## config.mk

```make
export PLATFORM = sky130hd
export DESIGN_NAME = periodic_timer_slot_scheduler_core
export DESIGN_NICKNAME = d
export VERILOG_FILES = /design/src/rtl/core/ptss_pkg.sv /design/src/rtl/core/periodic_timer_slot_scheduler_core.sv /design/src/rtl/core/ptss_ram.sv
export VERILOG_INCLUDE_DIRS = /design/src /design/src/rtl/core
export SDC_FILE = /design/constraint.sdc
export NUM_CORES = 2
export LEC_CHECK = 0
export BUFFER_PORTS_ARGS = -buffer_cell sky130_fd_sc_hd__buf_4
export CORE_MARGIN = 3
export CORE_UTILIZATION = 50
export CTS_BUF_LIST = sky130_fd_sc_hd__clkbuf_2 sky130_fd_sc_hd__clkbuf_4 sky130_fd_sc_hd__clkbuf_8
export DETAILED_ROUTE_END_ITERATION = 12
export GPL_ROUTABILITY_DRIVEN = 0
export MAX_ROUTING_LAYER = met4
export PLACE_DENSITY = 0.73
export RECOVER_POWER = 25
export SYNTH_ARGS = -nofsm -noshare
export SYNTH_HDL_FRONTEND = slang
export SYNTH_HIERARCHICAL = 1
export SYNTH_SLANG_ARGS = --single-unit
```

## constraint.sdc

```tcl
create_clock -name clk -period 16.1 [get_ports clk]
set_input_delay 1.61 -clock clk [delete_from_list [all_inputs] [get_ports clk]]
set_output_delay 1.61 -clock clk [all_outputs]
set_load 0.005 [all_outputs]
```

## src/rtl/core/periodic_timer_slot_scheduler_core_defines.svh

```systemverilog
// Assertion macros shared by the timer slot scheduler RTL.
`ifndef PERIODIC_TIMER_SLOT_SCHEDULER_CORE_DEFINES_SVH
`define PERIODIC_TIMER_SLOT_SCHEDULER_CORE_DEFINES_SVH

// Property that must hold at every clock edge outside reset.
`define PTSS_ASSERT(lbl, prop, msg) \
    lbl: assert property (@(posedge clk) disable iff (!rst_n) (prop)) else $error(msg);

// Antecedent in this cycle implies consequent in the next cycle.
`define PTSS_ASSERT_NEXT(lbl, ante, cons, msg) \
    lbl: assert property (@(posedge clk) disable iff (!rst_n) (ante) |=> (cons)) else $error(msg);

`endif

```

## src/rtl/core/ptss_pkg.sv

```systemverilog
// Types and constants of the timer slot scheduler.
package ptss_pkg;

    localparam logic [2:0] KIND_SCAN   = 3'd0;
    localparam logic [2:0] KIND_CREATE = 3'd1;
    localparam logic [2:0] KIND_DELETE = 3'd2;
    localparam logic [2:0] KIND_PAUSE  = 3'd3;
    localparam logic [2:0] KIND_REPEAT = 3'd4;
    localparam logic [2:0] KIND_PERIOD = 3'd5;
    localparam logic [2:0] KIND_ACTION = 3'd6;
    localparam logic [2:0] KIND_QUERY  = 3'd7;

    localparam logic [1:0] STATUS_OK      = 2'd0;
    localparam logic [1:0] STATUS_NO_FREE = 2'd1;
    localparam logic [1:0] STATUS_UNUSED  = 2'd2;

    // results reported per scan; later fires still take effect
    localparam int unsigned MAX_RESULTS = 16;
    localparam int unsigned CNT_W       = $clog2(MAX_RESULTS + 1);

    localparam logic signed [15:0] REPEAT_FOREVER = -16'sd1;

    typedef struct packed {
        logic [2:0]         kind;
        logic [3:0]         slot;
        logic [31:0]        now_ms;
        logic [31:0]        period_ms;
        logic signed [15:0] repeat_req;
        logic               pause_flag;
        logic               action_on;
    } in_item_t;

    typedef struct packed {
        logic [3:0]         result_slot;
        logic               fired;
        logic [1:0]         status;
        logic signed [15:0] repeat_left;
        logic [31:0]        period_out;
        logic               paused_out;
        logic               last;
    } out_item_t;

    // one slot's state as held in the slot RAM
    typedef struct packed {
        logic [31:0]        period;
        logic signed [15:0] repeat_cnt;
        logic               paused;
        logic               armed;
        logic [31:0]        phase;
        logic [31:0]        last_fire;
    } entry_t;

    localparam int unsigned ENTRY_W = $bits(entry_t);

endpackage

```

## src/rtl/core/periodic_timer_slot_scheduler_core.sv

```systemverilog
// Timer slot scheduler: slot table in RAM, command handling and scan walk.
// A table of SLOTS timer slots. Each input transaction carries the current
// millisecond time and either runs a scan or creates, deletes, pauses,
// re-counts, re-periods, arms or queries one slot. Non-scan commands return
// exactly one result, built in ST_OP and moved to the output register once
// that is free. A scan walks the slot RAM one slot per cycle, unless a fire
// waits on a stalled output, with read-modify-write; fires come out in
// ascending slot order, at most 16 per scan, and the final one has last
// set. One fire is held back until the next one (or the end of the walk) is
// known so the last flag can be set. A scan with nothing due returns no
// result. A new transaction is taken only once the previous one has been
// fully worked off; the output register lets that happen while the final
// result still waits to be taken.
`include "periodic_timer_slot_scheduler_core_defines.svh"

module periodic_timer_slot_scheduler_core #(
    parameter int unsigned SLOTS = 16
) (
    input  logic                clk,
    input  logic                rst_n,
    input  logic                in_valid,
    output logic                in_ready,
    input  ptss_pkg::in_item_t  in_item,
    output logic                out_valid,
    input  logic                out_ready,
    output ptss_pkg::out_item_t out_item
);

    localparam int unsigned SW = (SLOTS > 1) ? $clog2(SLOTS) : 1;
    localparam logic [SW-1:0] LAST_IDX = SW'(SLOTS - 1);

    typedef enum logic [3:0] {
        ST_IDLE  = 4'b0001,
        ST_SCAN  = 4'b0010,
        ST_OP    = 4'b0100,
        ST_FLUSH = 4'b1000
    } state_t;

    state_t               state_reg, state_next;
    ptss_pkg::in_item_t   req_reg, req_next;
    logic [SLOTS-1:0]     used_reg, used_next;
    logic                 any_reg, any_next;
    logic [SW-1:0]        idx_reg, idx_next;
    logic [ptss_pkg::CNT_W-1:0] cnt_reg, cnt_next;
    ptss_pkg::out_item_t  pend_reg, pend_next;
    logic                 pend_valid_reg, pend_valid_next;
    ptss_pkg::out_item_t  out_reg, out_next;
    logic                 out_valid_reg, out_valid_next;

    logic                 ram_we;
    logic [SW-1:0]        ram_waddr, ram_raddr;
    ptss_pkg::entry_t     ram_wdata, ram_rdata;

    logic                 out_free;
    logic                 scan_stall;
    logic [SW-1:0]        slot_idx;
    logic                 slot_ok;
    logic                 free_found;
    logic [SW-1:0]        free_idx;
    logic [31:0]          elapsed;
    ptss_pkg::entry_t     upd;
    ptss_pkg::out_item_t  res;

    ptss_ram #(
        .WIDTH (ptss_pkg::ENTRY_W),
        .DEPTH (SLOTS)
    ) u_slot_ram (
        .clk   (clk),
        .we    (ram_we),
        .waddr (ram_waddr),
        .wdata (ram_wdata),
        .raddr (ram_raddr),
        .rdata (ram_rdata)
    );

    assign in_ready  = (state_reg == ST_IDLE);
    assign out_valid = out_valid_reg;
    assign out_item  = out_reg;
    assign out_free  = !out_valid_reg || out_ready;

    assign slot_idx = SW'(req_reg.slot);
    assign slot_ok  = (32'(req_reg.slot) < SLOTS) && used_reg[slot_idx];
    assign elapsed  = req_reg.now_ms - ram_rdata.last_fire;

    // lowest free slot for create
    always_comb
    begin
        free_found = 1'b0;
        free_idx   = '0;
        for (int i = SLOTS - 1; i >= 0; i--)
        begin
            if (!used_reg[i])
            begin
                free_found = 1'b1;
                free_idx   = SW'(i);
            end
        end
    end

    always_comb
    begin
        state_next      = state_reg;
        req_next        = req_reg;
        used_next       = used_reg;
        any_next        = any_reg;
        idx_next        = idx_reg;
        cnt_next        = cnt_reg;
        pend_next       = pend_reg;
        pend_valid_next = pend_valid_reg;
        out_next        = out_reg;
        out_valid_next  = out_valid_reg && !out_ready;
        ram_we          = 1'b0;
        ram_waddr       = idx_reg;
        ram_wdata       = ram_rdata;
        ram_raddr       = idx_reg;
        scan_stall      = 1'b0;
        upd             = ram_rdata;
        res             = '0;
        res.status      = ptss_pkg::STATUS_OK;
        res.last        = 1'b1;

        case (state_reg)
            ST_IDLE:
            begin
                ram_raddr = (in_item.kind == ptss_pkg::KIND_SCAN) ? '0 : SW'(in_item.slot);
                if (in_valid)
                begin
                    req_next = in_item;
                    idx_next = '0;
                    cnt_next = '0;
                    if (in_item.kind != ptss_pkg::KIND_SCAN)
                    begin
                        state_next = ST_OP;
                    end
                    else if (any_reg)
                    begin
                        state_next = ST_SCAN;
                    end
                end
            end

            ST_SCAN:
            begin
                res.last        = 1'b0;
                res.fired       = 1'b1;
                res.result_slot = 4'(idx_reg);
                if (used_reg[idx_reg])
                begin
                    if (ram_rdata.repeat_cnt == 16'sd0)
                    begin
                        used_next[idx_reg] = 1'b0;
                    end
                    else if (!ram_rdata.paused && elapsed >= ram_rdata.period
                             && ram_rdata.armed)
                    begin
                        if (!ram_rdata.repeat_cnt[15])
                        begin
                            upd.repeat_cnt = ram_rdata.repeat_cnt - 16'sd1;
                        end
                        upd.last_fire   = req_reg.now_ms;
                        res.repeat_left = upd.repeat_cnt;
                        if (cnt_reg < ptss_pkg::CNT_W'(ptss_pkg::MAX_RESULTS))
                        begin
                            scan_stall = pend_valid_reg && !out_free;
                            if (!scan_stall)
                            begin
                                cnt_next        = cnt_reg + 1'b1;
                                pend_next       = res;
                                pend_valid_next = 1'b1;
                                if (pend_valid_reg)
                                begin
                                    out_next       = pend_reg;
                                    out_valid_next = 1'b1;
                                end
                            end
                        end
                        ram_we    = !scan_stall;
                        ram_wdata = upd;
                    end
                end
                if (!scan_stall)
                begin
                    if (idx_reg == LAST_IDX)
                    begin
                        state_next = ST_FLUSH;
                    end
                    else
                    begin
                        idx_next  = idx_reg + 1'b1;
                        ram_raddr = idx_reg + 1'b1;
                    end
                end
            end

            ST_FLUSH:
            begin
                if (!pend_valid_reg)
                begin
                    state_next = ST_IDLE;
                end
                else if (out_free)
                begin
                    out_next        = pend_reg;
                    out_next.last   = 1'b1;
                    out_valid_next  = 1'b1;
                    pend_valid_next = 1'b0;
                    state_next      = ST_IDLE;
                end
            end

            ST_OP:
            begin
                ram_raddr       = slot_idx;
                ram_waddr       = slot_idx;
                res.result_slot = req_reg.slot;
                if (req_reg.kind == ptss_pkg::KIND_CREATE)
                begin
                    ram_waddr = free_idx;
                    if (free_found)
                    begin
                        upd.period      = req_reg.period_ms;
                        upd.repeat_cnt  = ptss_pkg::REPEAT_FOREVER;
                        upd.paused      = 1'b0;
                        upd.armed       = 1'b1;
                        upd.phase       = '0;
                        upd.last_fire   = req_reg.now_ms;
                        res.result_slot = 4'(free_idx);
                        res.repeat_left = ptss_pkg::REPEAT_FOREVER;
                    end
                    else
                    begin
                        res.result_slot = '0;
                        res.status      = ptss_pkg::STATUS_NO_FREE;
                    end
                end
                else if (!slot_ok)
                begin
                    res.status = ptss_pkg::STATUS_UNUSED;
                end
                else
                begin
                    case (req_reg.kind)
                        ptss_pkg::KIND_DELETE:
                        begin
                            upd.phase      = (elapsed > ram_rdata.period) ? '0 : elapsed;
                            upd.paused     = 1'b1;
                            upd.repeat_cnt = '0;
                            upd.armed      = 1'b0;
                        end
                        ptss_pkg::KIND_PAUSE:
                        begin
                            if (req_reg.pause_flag)
                            begin
                                upd.phase = (elapsed > ram_rdata.period) ? '0 : elapsed;
                            end
                            else
                            begin
                                upd.last_fire = req_reg.now_ms - ram_rdata.phase;
                                upd.phase     = '0;
                            end
                            upd.paused = req_reg.pause_flag;
                        end
                        ptss_pkg::KIND_REPEAT: upd.repeat_cnt = req_reg.repeat_req;
                        ptss_pkg::KIND_PERIOD: upd.period     = req_reg.period_ms;
                        ptss_pkg::KIND_ACTION: upd.armed      = req_reg.action_on;
                        ptss_pkg::KIND_QUERY:
                        begin
                            res.period_out = ram_rdata.period;
                            res.paused_out = ram_rdata.paused;
                        end
                        default: ;
                    endcase
                    res.repeat_left = upd.repeat_cnt;
                end
                ram_wdata = upd;
                if (out_free)
                begin
                    out_next       = res;
                    out_valid_next = 1'b1;
                    state_next     = ST_IDLE;
                    if (req_reg.kind == ptss_pkg::KIND_CREATE)
                    begin
                        if (free_found)
                        begin
                            ram_we              = 1'b1;
                            used_next[free_idx] = 1'b1;
                            any_next            = 1'b1;
                        end
                    end
                    else
                    begin
                        ram_we = slot_ok && (req_reg.kind != ptss_pkg::KIND_QUERY);
                    end
                end
            end

            default:
            begin
                state_next = ST_IDLE;
            end
        endcase
    end

    always_ff @(posedge clk or negedge rst_n)
    begin
        if (!rst_n)
        begin
            state_reg      <= ST_IDLE;
            used_reg       <= '0;
            any_reg        <= 1'b0;
            idx_reg        <= '0;
            cnt_reg        <= '0;
            pend_valid_reg <= 1'b0;
            out_valid_reg  <= 1'b0;
        end
        else
        begin
            state_reg      <= state_next;
            used_reg       <= used_next;
            any_reg        <= any_next;
            idx_reg        <= idx_next;
            cnt_reg        <= cnt_next;
            pend_valid_reg <= pend_valid_next;
            out_valid_reg  <= out_valid_next;
        end
    end

    always_ff @(posedge clk)
    begin
        req_reg  <= req_next;
        pend_reg <= pend_next;
        out_reg  <= out_next;
    end

    `PTSS_ASSERT(a_pend_in_scan, !pend_valid_reg || state_reg == ST_SCAN || state_reg == ST_FLUSH, "held fire outside scan")
    `PTSS_ASSERT(a_cnt_bound, cnt_reg <= ptss_pkg::CNT_W'(ptss_pkg::MAX_RESULTS), "scan result count overflow")
    `PTSS_ASSERT(a_we_state, !ram_we || state_reg == ST_SCAN || state_reg == ST_OP, "slot RAM written while idle")
    `PTSS_ASSERT(a_scan_we_used, !(ram_we && state_reg == ST_SCAN) || used_reg[idx_reg], "scan wrote a free slot")
    `PTSS_ASSERT_NEXT(a_stall_hold, scan_stall, idx_reg == $past(idx_reg) && state_reg == ST_SCAN, "scan advanced while stalled")

endmodule

```

## src/rtl/core/ptss_ram.sv

```systemverilog
// Generic single-write, single-read RAM with registered read data.
module ptss_ram #(
    parameter int unsigned WIDTH = 8,
    parameter int unsigned DEPTH = 16
) (
    input  logic                                      clk,
    input  logic                                      we,
    input  logic [((DEPTH > 1) ? $clog2(DEPTH) : 1)-1:0] waddr,
    input  logic [WIDTH-1:0]                          wdata,
    input  logic [((DEPTH > 1) ? $clog2(DEPTH) : 1)-1:0] raddr,
    output logic [WIDTH-1:0]                          rdata
);

    logic [WIDTH-1:0] mem [DEPTH];

    always_ff @(posedge clk)
    begin
        if (we)
        begin
            mem[waddr] <= wdata;
        end
        rdata <= mem[raddr];
    end

endmodule
```

==> results.tsv <==
metric	value	unit
fin_skew	0.120	ns
yosysSeqAreaShare	73.6	%
rsz0062_at_grt	false	
switchingPower	5.73	mW
grt_pass1_wl	327000	µm
violations	capacitance limit, slew limit	
worst_r2r_path_depth	8	
synth_compound_area_share	6.34	%
area_delta_synth_final	12.4	%
path_clk_slew	0.07	ns
drv_slew	442	
synth.top_cell.area_share	70.0	%
drv_cap	14	
vias_per_cell	6.35	
cp-end-kind	flip-flop	
crit-reg2reg-launch	state_reg[3]	
numCtsBuffers	346	
hold_path_class	flip-flop to flip-flop	
wl_per_cell	30.0	µm
synthMuxAreaShare	12.5	%
grt.total_usage	26.5	%
drt-initial-drc-count	6250	
fmax	104	MHz
fp.dieH	419	µm
reg2reg_slack	6.51	ns
syn_nets	4786	
grt_max_degree	140	
tightest_slew	3.92	ns
holdCritStartpoint	pend_reg[37]	
vias	47600	
async_flop_share	1.50	%
power.share.combinational	30.3	%
period_share	59.5	%
io_pins	152	
yosysWarnings	6	
outcome	finished with violations	
synth_top_area_cell	edfxtp_1	
synthTopCellsByArea	edfxtp_1 (70%), mux4_2 (12%), dfxtp_1 (2.7%)	
holdPathStages	2	
ir_drop	0.122	mV
rr_endpoint	u_slot_ram/mem[0][111]	
ys_ff_latch	2136	
arrival	10.06	ns
post_cts_resized	0	
row_count	151	
num-nets-final	5197	
fill_cells	12300	
startpoint_type	flip-flop	
required	16.57	ns
finalPower	17.4	mW
clk_latency	1.06	ns
initial_core_util	50.4	%
grt_pass1_vias	47900	
p_per_area	181	mW/mm²
die_w	419	µm
hold_viol_final	0	
finalSetupViolations	0	
min_to	out_item[37]	
largest_register_ffs	1824	
cts_max_level	5	
synth_ff_type	edfxtp_1	
final_cell_mix	edfxtp_1 (1,990), mux4_2 (466), clkbuf_8 (382), nand2_1 (299), a22oi_1 (248)	
cts.sinks	2136	
die_area	0.176	mm²
layout_commonest_cell	edfxtp_1	
wl	225000	µm
synth_xor_xnor_area_share	0.605	%
dp_hpwl	128000	µm
relSlewSlack	-161	%
grt_overflow	0	
cts_tree	done	
post_cts_buffers	0	
seqPwrFrac	42.9	%
synthCells	4591	
firstDrtPassIters	6	
crit_type	flip-flop to flip-flop	
antenna_found_initial	10	
avgSynthCellArea	18.6	µm²
drtAntennaViolNets	0	
setup_tns	0	ns
synth_edf_count	1990	
p_leak	31.3	nW
clockBufferDepth	4	
internal_power	11.7	mW
syn-cell-area	0.0854	mm²
drive_gt1_share	23.9	%
path_max_fanout	54	
synthAdderAreaFrac	1.69	%
cts-root-buf	clkbuf_8	
synthSimpleGateAreaFrac	3.34	%
drc	0	
yosysUniqueCellTypes	78	
core_area	0.169	mm²
hold_buffers	0	
p_clk_share	26.8	%
numPortBuffers	151	
synth_top_family_by_area	multiplexers	
p_sw_share	32.9	%
fin_crit	9.59	ns
==> cell usage after synthesis, types with 51 or more instances <==
cell type  number
edfxtp_1     1990
mux4_2        466
nand2_1       299
a22oi_1       248
o21ai_0       157
a21oi_1       149
clkbuf_1      119
inv_1         119
nor2_1        115
dfxtp_1       114
ha_1          100
nor3_1         67
a22o_1         51
==> per-stage QoR <==
stage	cell area (µm²)	hold slack [ns]	worst slack (ns)	cells	util (%)
finish	95900	0.537	6.51	7494	56.6
global route	95900	0.547	5.91	7493	56.6
CTS	96400	0.488	6.97	7486	56.9
detailed placement	89500	0.516	7.00	6872	52.8
global placement	89500	0.505	7.20	6872	52.8
floorplan	85400	0.465	2.75	4591	-
==> how the worst max path moves through the flow <==
stage	start	end	slack, ns
final	state_reg[3]	u_slot_ram/mem[0][111]	6.51
after global routing	state_reg[3]	u_slot_ram/mem[0][111]	5.91
after CTS	req_reg[66]	u_slot_ram/rdata[15]	6.97
after detailed placement	req_reg[65]	u_slot_ram/rdata[15]	7.00
after global placement	u_slot_ram/rdata[15]	u_slot_ram/rdata[15]	7.20
after floorplan	req_reg[61]	u_slot_ram/mem[0][0]	2.75
==> routing by layer <==
layer	routed length (µm)	share of wire, %	GRT usage, %	up-vias
li1	-	-	-	19600
met1	82700	37	34.7	24600
met2	107000	48	40.4	2834
met3	23000	10	4.92	557
met4	12200	5.4	13.0	0
met5	0	0	-	-
==> worst max-delay path, stage by stage, from the launching register on <==
cell	delay [ns]
dfrtp_1	0.40
nor2_1	0.21
nand2_1	0.08
nor2_1	1.25
inv_1	0.56
clkbuf_1	1.30
nor4b_1	2.32
clkbuf_1	1.76
o21ai_0	1.11
==> power by group through the flow <==
stage	logic (mW)	registers [mW]	clock network, mW
2_1_floorplan	3.63	7.42	0
3_3_place_gp	5.15	7.55	0
3_5_place_dp	5.27	7.56	0
4_1_cts	5.29	7.45	4.73
5_1_grt	5.68	7.49	4.99
6_report	5.27	7.47	4.67
==> area by class of cell <==
cell class | count | area, µm² | area share, %
flip-flops and latches | 2136 | 62800 | 65.5
multi-input cells | 2096 | 21100 | 22.0
clock buffers | 496 | 6110 | 6.37
well taps | 2218 | 2780 | 2.89
repair buffers | 302 | 1890 | 1.97
clock inverters | 118 | 778 | 0.811
inverters | 120 | 452 | 0.471
diodes | 8 | 20.0 | 0.0209
==> cell families after synthesis <==
kind of cell	after synthesis
simple gates	634
xor+xnor	59
mux	483
flops	2136
fa+ha+maj	117
compound gates	803
buf+inv	359
(Power assumes the default switching activity.)
